<file path="config.mk">
export PLATFORM = sky130hd
export DESIGN_NAME = isdb_ctrl
export DESIGN_NICKNAME = d
export VERILOG_FILES = /design/src/isdb_pkg.sv /design/src/isdb_ctrl.sv
export SDC_FILE = /design/constraint.sdc
export NUM_CORES = 1
export LEC_CHECK = 0
export ABC_CLOCK_PERIOD_IN_PS = 2300
export CORE_AREA = 2 2 39 41
export DETAILED_ROUTE_END_ITERATION = 6
export DIE_AREA = 0 0 41 43
export DONT_BUFFER_PORTS = 1
export HOLD_SLACK_MARGIN = 0.12
export PLACE_DENSITY_LB_ADDON = 0.08
export SETUP_SLACK_MARGIN = 0.02
export SLEW_MARGIN = 20
export SYNTH_ARGS = -nofsm -noshare
export SYNTH_HDL_FRONTEND = slang
export SYNTH_SLANG_ARGS = --single-unit
</file>
<file path="constraint.sdc">
create_clock -name clk -period 2.3 [get_ports clk]
set_clock_uncertainty 0.2 [all_clocks]
set_input_delay 0.115 -clock clk [delete_from_list [all_inputs] [get_ports clk]]
set_output_delay 0.115 -clock clk [all_outputs]
set_load 0.1 [all_outputs]
</file>
<file path="src/isdb_pkg.sv">
package isdb_pkg;

	localparam int DEPTH   = 50;
	localparam int IDX_W   = $clog2(DEPTH);
	localparam int CNT_W   = $clog2(DEPTH + 1);
	localparam int WORD_W  = 16;
	localparam int FILL_W  = 7;
	localparam int CTR_W   = 32;
	localparam int AXES    = 6;
	localparam int SMP_W   = AXES * WORD_W;

	typedef logic [IDX_W-1:0] idx_t;
	typedef logic [CNT_W-1:0] cnt_t;
	typedef logic [SMP_W-1:0] smp_t;

	typedef enum logic [1:0] {
		MODE_PUSH   = 2'd0,
		MODE_DRAIN  = 2'd1,
		MODE_CLEAR  = 2'd2,
		MODE_STATUS = 2'd3
	} mode_t;

	typedef struct packed {
		mode_t             mode;
		logic [WORD_W-1:0] gyro_x_in;
		logic [WORD_W-1:0] gyro_y_in;
		logic [WORD_W-1:0] gyro_z_in;
		logic [WORD_W-1:0] accel_x_in;
		logic [WORD_W-1:0] accel_y_in;
		logic [WORD_W-1:0] accel_z_in;
		logic [WORD_W-1:0] request_count;
	} in_word_t;

	typedef struct packed {
		logic                     sample_valid;
		logic                     last;
		logic signed [WORD_W-1:0] gyro_x_out;
		logic signed [WORD_W-1:0] gyro_y_out;
		logic signed [WORD_W-1:0] gyro_z_out;
		logic signed [WORD_W-1:0] accel_x_out;
		logic signed [WORD_W-1:0] accel_y_out;
		logic signed [WORD_W-1:0] accel_z_out;
		logic [FILL_W-1:0]        fill_level;
		logic [CTR_W-1:0]         total_pushed;
		logic [CTR_W-1:0]         dropped_total;
	} out_word_t;

	typedef struct packed {
		logic do_push;
		logic do_clear;
		logic do_status;
		logic load_drain;
		logic rd_issue;
	} ctl_t;

	typedef struct packed {
		logic drain_empty;
		logic rd_last;
		logic pipe_busy;
	} sts_t;

endpackage

</file>
<file path="src/isdb_ctrl.sv">
module isdb_ctrl
	import isdb_pkg::*;
(
	input  logic  clk,
	input  logic  arst_n,
	input  logic  start,
	input  mode_t mode,
	input  sts_t  sts,
	output logic  busy,
	output ctl_t  ctl
);

	typedef enum logic {
		ST_IDLE,
		ST_DRAIN
	} state_t;

	state_t state_q;
	state_t state_nx;
	logic   accept;

	assign busy   = (state_q == ST_DRAIN) || sts.pipe_busy;
	assign accept = start && !busy;

	always_comb begin
		ctl      = '0;
		state_nx = state_q;
		unique case (state_q)
			ST_IDLE: begin
				if (accept) begin
					unique case (mode)
						MODE_PUSH: begin
							ctl.do_push   = 1'b1;
							ctl.do_status = 1'b1;
						end
						MODE_DRAIN: begin
							ctl.do_clear = 1'b1;
							if (sts.drain_empty) begin
								ctl.do_status = 1'b1;
							end else begin
								ctl.load_drain = 1'b1;
								state_nx       = ST_DRAIN;
							end
						end
						MODE_CLEAR: begin
							ctl.do_clear  = 1'b1;
							ctl.do_status = 1'b1;
						end
						MODE_STATUS: begin
							ctl.do_status = 1'b1;
						end
						default: begin
							ctl.do_status = 1'b1;
						end
					endcase
				end
			end
			ST_DRAIN: begin
				ctl.rd_issue = 1'b1;
				if (sts.rd_last) begin
					state_nx = ST_IDLE;
				end
			end
			default: begin
				state_nx = ST_IDLE;
			end
		endcase
	end

	always_ff @(posedge clk or negedge arst_n) begin
		if (!arst_n) begin
			state_q <= ST_IDLE;
		end else begin
			state_q <= state_nx;
		end
	end

endmodule

</file>
---- Word level (Yosys, flattened, before mapping) ----
Cells that the tools add are included.
cells by class
  equality and inequality tests ........... 3
  multiplexer cells ....................... 12
  bitwise logic cells ..................... 1
  reduce and logical (&&, ||, !) cells .... 6
operators by type and width
  cell                                                                   number
  1-bit two-way mux                                                      8
  4-bit two-way mux                                                      2
  2-bit equality test, second input constant                             2
  1-bit one-hot mux with 2 select lines                                  2
  3-bit OR reduction                                                     1
  2-bit by 1-bit equality test with 1-bit output, second input constant  1
  2-bit logical NOT                                                      1
  2-bit OR reduction                                                     1
  1-bit logical AND                                                      1
  1-bit logical NOT                                                      1
  1-bit logical OR                                                       1
  1-bit NOT                                                              1
word-level totals
  flip-flop bits (word level) ............. 1
  input bits .............................. 8
  output and inout bits ................... 6
  logic and storage cells ................. 23

---- Logic depth before layout (Yosys ltp) ----
Gate-level depths: netlist (run 1).
  depth after elaboration ................. 5
  gate-level depth with buffers ........... 4
  gate-level depth less buffers ........... 4

---- Worst setup path before layout (run 1) ----
Ideal clock, no wire load.
  path kind ............................... register to output
  from .................................... register state_q
  to ...................................... output port ctl[1] (netlist bit)
  data arrival time ....................... 2077 ps
  data required time ...................... 1985 ps
  slack ................................... -92 ps
  stages on the path, launching flop included .. 3
  buffers on the path ..................... 0
  path through ............................ dfrtp_1 -> or3b_4 -> nor2_1
RTL lines
  what                      line             RTL
  start: declaration        isdb_ctrl.sv:18  state_t state_q;
  start signal: assignment  isdb_ctrl.sv:74  state_q <= state_nx;
  end: declaration          isdb_ctrl.sv:10  output ctl_t ctl

==> results.py, run 1 <==
metrics = {
    "run_status": {
        "status": "finished clean",
    },
    "synth": {
        "ys_ff_latch": 1,
        "post_synth.cell_area_avg_um2": 8.202,
        "synth_top_area_frac": 0.2542,
        "synth_area_leader_cell": "ha_1",
        "ys_top_cells_by_area": "ha_1, dfrtp_1, inv_1",
        "ys_warn_count": 0,
        "ys_types": 10,
        "ys_seq_area_frac": 0.1695,
        "syn-cell-area_um2": 147.6,
        "synthesis.nets": 29,
        "synthesis.instances": 18,
    },
    "cells_and_area": {
        "drive_gt1_frac": 0.4000,
        "finish.utilization": 0.1826,
        "stdcell_count": 41,
        "areaGrowthSynthToFinish_pct": 71.19,
        "reg.largest.list": "state_q (1)",
        "fin_nets": 38,
        "fillers": 174,
        "top_register": "state_q",
        "finalInstanceArea_um2": 252.7,
        "largest_register_ff_count": 1,
        "diodes": 0,
    },
    "power": {
        "p_per_area_nw_per_um2": 318.7,
        "power_mw": 0.08056,
        "vdd_drop_max_v": 0.00009616,
        "p_leak_nw": 0.1296,
    },
    "placement": {
        "port_buffers": 0,
        "dp.cells": 39,
        "place_congestion": 0.5263,
        "placed_area_um2": 232.7,
    },
    "die": {
        "die_width_um": 41,
        "start_util": 0.1067,
        "io_pins": 14,
        "core_um2": 1384,
        "die_h_um": 43,
        "die_area_um2": 1763,
        "fp-row-count": 14,
    },
    "run": {
        "drv_cap": 0,
    },
    "route": {
        "drc": 0,
        "wirelength_um": 335,
        "drtAntennaViolNets": 0,
        "drt-pass1-iter-count": 2,
        "wl_per_cell_um": 8.171,
        "routed_via_density": 3.366,
        "first_iter_violations": 2,
        "vias": 138,
    },
    "setup_path": {
        "required_ns": 1.99,
        "crit_path_start": "state_q$_DFF_PN0_",
        "end_kind": "output pin",
        "arrival_ns": 1.17,
        "worstPathMaxFanout": 3,
        "timing.rr.start": "state_q$_DFF_PN0_",
        "start_kind": "flop",
        "crit_type": "reg2out",
    },
    "sta": {
        "layout_worst_path_cycle_share": 0.6465,
        "clock.fmax_mhz": 672.5,
        "rsz0062_at_grt": "false",
        "worstMarginPinSlew_ns": 0.2860,
        "tns_ns": 0,
        "maxSlewViolCount": 0,
        "relSlewSlack": 0.8093,
        "min_period_ns": 1.487,
        "hold_violations": 0,
        "setup_viol": 0,
    },
    "grt": {
        "grt_pass1_wl_um": 545,
        "grt_usage": 0.04000,
        "grt_start_max_net_pins": 4,
        "grt_pass1_vias": 138,
        "antenna_found_initial": 0,
        "overflow": 0,
    },
    "min_path": {
        "holdCritPathClass": "in2async",
    },
    "clock_network": {
        "path_clk_slew_ns": 0,
        "worstSkewPairLatency_ns": 0,
    },
}
==> final timing paths <==
| path | end | slack (ns) | depth (start not counted) |
|---|---|---|---|
| worst max-delay path | ctl[2] | 0.81 | 3 |
| worst min-delay path | state_q$_DFF_PN0_ | 0.13 | 1 |
| worst max register to register | state_q$_DFF_PN0_ | 1.10 | 2 |
| worst min register to register | state_q$_DFF_PN0_ | 0.43 | 2 |
| max in group asynchronous | state_q$_DFF_PN0_ | 1.66 | 1 |
| min in group clk | state_q$_DFF_PN0_ | 0.16 | 2 |
==> what timing repair did <==
action,CTS,global route
endpoints found under the setup margin,0,0
resized for setup,0,0
hold buffers,2,0
hold endpoints to repair,2,0
buffers inserted,0,0
==> logic make-up (layout without fill, tap and decap cells) <==
family                   Yosys count  in the layout  share of synthesized area
AO/OA/AOI/OAI                      2              2                     0.1441
buffers and inverters              6             13                     0.1780
adder cells (fa/ha/maj)            3              3                     0.2543
flip-flops                         1              1                     0.1695
AND/OR/NAND/NOR                    6              6                     0.2543
==> metal layers <==
metal | share of wire | vias up | routed length [µm] | global-route usage
met3 | 0.14 | 0 | 46 | 0.01047
li1 | - | 71 | - | -
met4 | 0 | 0 | 0 | 0
met1 | 0.36 | 60 | 121 | 0.05714
met2 | 0.50 | 7 | 168 | 0.06250
met5 | 0 | - | 0 | 0
==> synth_stat cells <==
cell type,number
buf_4,1
or3b_4,1
a21oi_2,1
inv_1,5
and3_1,2
dfrtp_1,1
nand2b_1,1
nor2_1,2
ha_1,3
o22ai_2,1
==> critical path, stage by stage, from the launching register on <==
cell	delay [ns]
dfrtp_1	0.37
or3b_4	0.43
a21oi_2	0.17
buf_12	0.19
==> layout by cell type (no fill, tap or decap) <==
cell / n
buf_12: 2
nand2b_1: 1
a21oi_2: 1
or3b_4: 1
dlygate4sd3_1: 2
ha_1: 3
o22ai_2: 1
buf_4: 4
dfrtp_1: 1
and3_1: 2
inv_1: 5
nor2_2: 1
nor2_1: 1
==> cell type report <==
class | instances | area (µm²) | area share
Inverter | 5 | 18.77 | 0.07426
Multi-Input combinational cell | 11 | 98.84 | 0.3911
Sequential cell | 1 | 25.02 | 0.09901
Tap cell | 16 | 20.02 | 0.07921
Timing Repair Buffer | 8 | 90.09 | 0.3564
==> per-stage QoR <==
step	worst slack [ns]	hold slack (ns)
after CTS	0.8023	0.1387
after floorplan	0.3380	-0.3806
after global routing	0.7889	0.1526
after global placement	0.8229	-0.3805
after detailed placement	0.8112	-0.3805
final	0.8131	0.1344
==> where the power goes <==
part	total, mW	leakage (nW)	internal [mW]	switching (mW)
clock network	0	0	0	0
logic	0.0615	0.116	0.0176	0.0439
registers	0.0191	0.0138	0.0186	0.000503
Power figures use the tool's default switching activity.
==> run 2: changes to the inputs <==
Settings changed: ABC_AREA from default to 1, ABC_CLOCK_PERIOD_IN_PS 2300 to 1400.
Clock period 2.3 ns to 1.4 ns, I/O delays scaled along.
==> results.py, run 2 <==
metrics = {
    "setup_path": {
        "required_ns": 1.13,
        "rr_endpoint": "state_q$_DFF_PN0_",
        "crit_type": "reg2out",
        "timing.rr.start": "state_q$_DFF_PN0_",
        "crit_family": "flip-flops",
        "r2r_cells": 4,
        "r2r_slack_ns": 0.27,
        "arrival_ns": 1.00,
        "crit_path_max_incr_delay_ns": 0.36,
        "critical_path_buf_inv_count": 1,
        "start_kind": "flop",
        "end_kind": "output pin",
        "slowest_stage": "dfrtp_1",
        "path_depth": 4,
        "crit_path_start": "state_q$_DFF_PN0_",
        "path_cells": "nor2_2, nand2_2, a21oi_4, buf_12",
        "worstPathMaxFanout": 3,
    },
    "clock_network": {
        "post_cts_buffers": 0,
        "path_clk_slew_ns": 0,
        "worstSkewPairLatency_ns": 0,
        "cts_resized": 0,
        "cts_hold_buffers": 3,
    },
    "placement": {
        "hpwl_um": 284.3,
        "port_buffers": 0,
        "place_congestion": 0.5279,
    },
    "grt": {
        "overflow": 0,
        "grt_usage": 0.04100,
        "grt_pass1_vias": 145,
        "grt_pass1_wl_um": 538,
        "grt_start_max_net_pins": 4,
        "antenna_found_initial": 0,
    },
    "synth": {
        "syn-cell-area_um2": 148.9,
        "synthMuxAreaShare": 0,
        "synthesis.nets": 34,
        "synth_ff_type": "dfrtp_1",
        "synth-compound-area-share": 0.05882,
        "ys_warn_count": 0,
        "synth_top_cells_by_count": "inv_1, ha_1, nor2_1",
        "postSynth.asyncResetShare": 1.000,
        "ys_types": 10,
        "synth_top_area_frac": 0.2521,
        "synth_area_leader_cell": "ha_1",
        "synth_xor_area_frac": 0,
        "synth_edf_count": 0,
        "ys_top_cells_by_area": "ha_1, inv_1, dfrtp_1",
        "synthesis.instances": 23,
        "ys_seq_area_frac": 0.1681,
        "ys_ff_latch": 1,
        "yosys.area_share.simple": 0.2437,
        "synth_most_common_cell": "inv_1",
        "synthAdderAreaFrac": 0.2521,
        "post_synth.cell_area_avg_um2": 6.474,
        "synth_top_family_by_area": "buffers and inverters",
    },
    "sta": {
        "setup_viol": 0,
        "clock.fmax_mhz": 790.0,
        "hold_violations": 0,
        "maxSlewViolCount": 0,
        "min_period_ns": 1.266,
        "relSlewSlack": 0.8089,
        "rsz0062_at_grt": "false",
        "worstMarginPinSlew_ns": 0.2866,
        "layout_worst_path_cycle_share": 0.9042,
        "tns_ns": 0,
    },
    "cells_and_area": {
        "areaGrowthSynthToFinish_pct": 123.5,
        "largest_register_ff_count": 1,
        "diodes": 0,
        "fillers": 156,
        "top_register": "state_q",
        "final_cell_mix": "inv_1, buf_12, ha_1, dlygate4sd3_1",
        "finish.utilization": 0.2405,
        "seq_area_um2": 25.02,
        "fin_nets": 45,
        "reg.largest.list": "state_q (1)",
        "multi_input_area_um2": 105.1,
        "layout_commonest_cell": "inv_1",
        "drive_gt1_frac": 0.4063,
    },
    "power": {
        "p_leak_nw": 0.1617,
        "power_mw": 0.1534,
        "vdd_drop_max_v": 0.0001054,
        "p_per_area_nw_per_um2": 460.9,
    },
    "min_path": {
        "holdCritPathClass": "in2reg",
        "hp-start": "start",
        "hold_depth": 3,
        "hold_path_end": "state_q$_DFF_PN0_",
    },
    "route": {
        "drtAntennaViolNets": 0,
        "first_iter_violations": 3,
        "drc": 0,
        "wirelength_um": 344,
        "routed_via_density": 3.208,
        "wl_per_cell_um": 7.167,
        "vias": 154,
        "drt-pass1-iter-count": 3,
    },
    "run": {
        "drv_cap": 0,
    },
    "die": {
        "fp-row-count": 14,
        "die_width_um": 41,
        "die_h_um": 43,
        "die_area_um2": 1763,
        "start_util": 0.1076,
        "core_um2": 1384,
        "io_pins": 14,
    },
    "run_status": {
        "status": "finished clean",
    },
}
[run 2: changes by cell type in the layout (fill, tap and decap cells not counted), moves of 2 or more]
cell	previous run	this run
buf_12	2	5
nor2_4	0	2
inv_1	5	8
nand2_1	0	2
buf_4	4	2
and3_1	2	0
[run 2: logic make-up after synthesis]
logic type / Yosys count
AOI/OAI and AO/OA: 1
adders and majority gates: 3
buffers and inverters: 10
DFF: 1
and+or+nand+nor: 8
[run 2: per-stage QoR]
| step | cell area [µm²] | hold slack, ns | std cells | setup WS [ns] |
|---|---|---|---|---|
| floorplan | 175.2 | -0.4256 | 23 | -0.06191 |
| global placement | 302.8 | -0.4256 | 45 | 0.1251 |
| detailed placement | 302.8 | -0.4256 | 45 | 0.1195 |
| CTS | 332.8 | 0.2143 | 48 | 0.1157 |
| global route | 332.8 | 0.2443 | 48 | 0.05885 |
| finish | 332.8 | 0.2042 | 48 | 0.1342 |
[run 2: worst max path at each step]
stage / end / slack, ns
after floorplan: ctl[2] / -0.06
after global placement: ctl[2] / 0.13
after detailed placement: ctl[2] / 0.12
after CTS: ctl[2] / 0.12
after global routing: ctl[2] / 0.06
final: ctl[2] / 0.13
[run 2: final cells by class]
cell class,count,share of cell area
Inverter,9,0.1128
Multi-Input combinational cell,12,0.3158
Sequential cell,1,0.07519
Tap cell,16,0.06015
Timing Repair Buffer,10,0.4361
[run 2: worst register-to-register path: stages, from the launching register on]
cell and delay (ns):
dfrtp_1 0.36, nor2_2 0.14, nand3_1 0.15, buf_4 0.16, nand2_1 0.04
[run 2: power breakdown]
| group | total [mW] | switching [mW] | internal (mW) |
|---|---|---|---|
| Sequential | 0.0311 | 0.000666 | 0.0305 |
| Clock | 0 | 0 | 0 |
| Combinational | 0.122 | 0.0805 | 0.0418 |
[run 2: routing by layer]
layer | wire length (µm) | GRT usage | up-vias
met3 | 53 | 0.01047 | 0
li1 | - | - | 80
met2 | 166 | 0.07188 | 8
met5 | 0 | 0 | -
met4 | 0 | 0 | 0
met1 | 124 | 0.05079 | 66
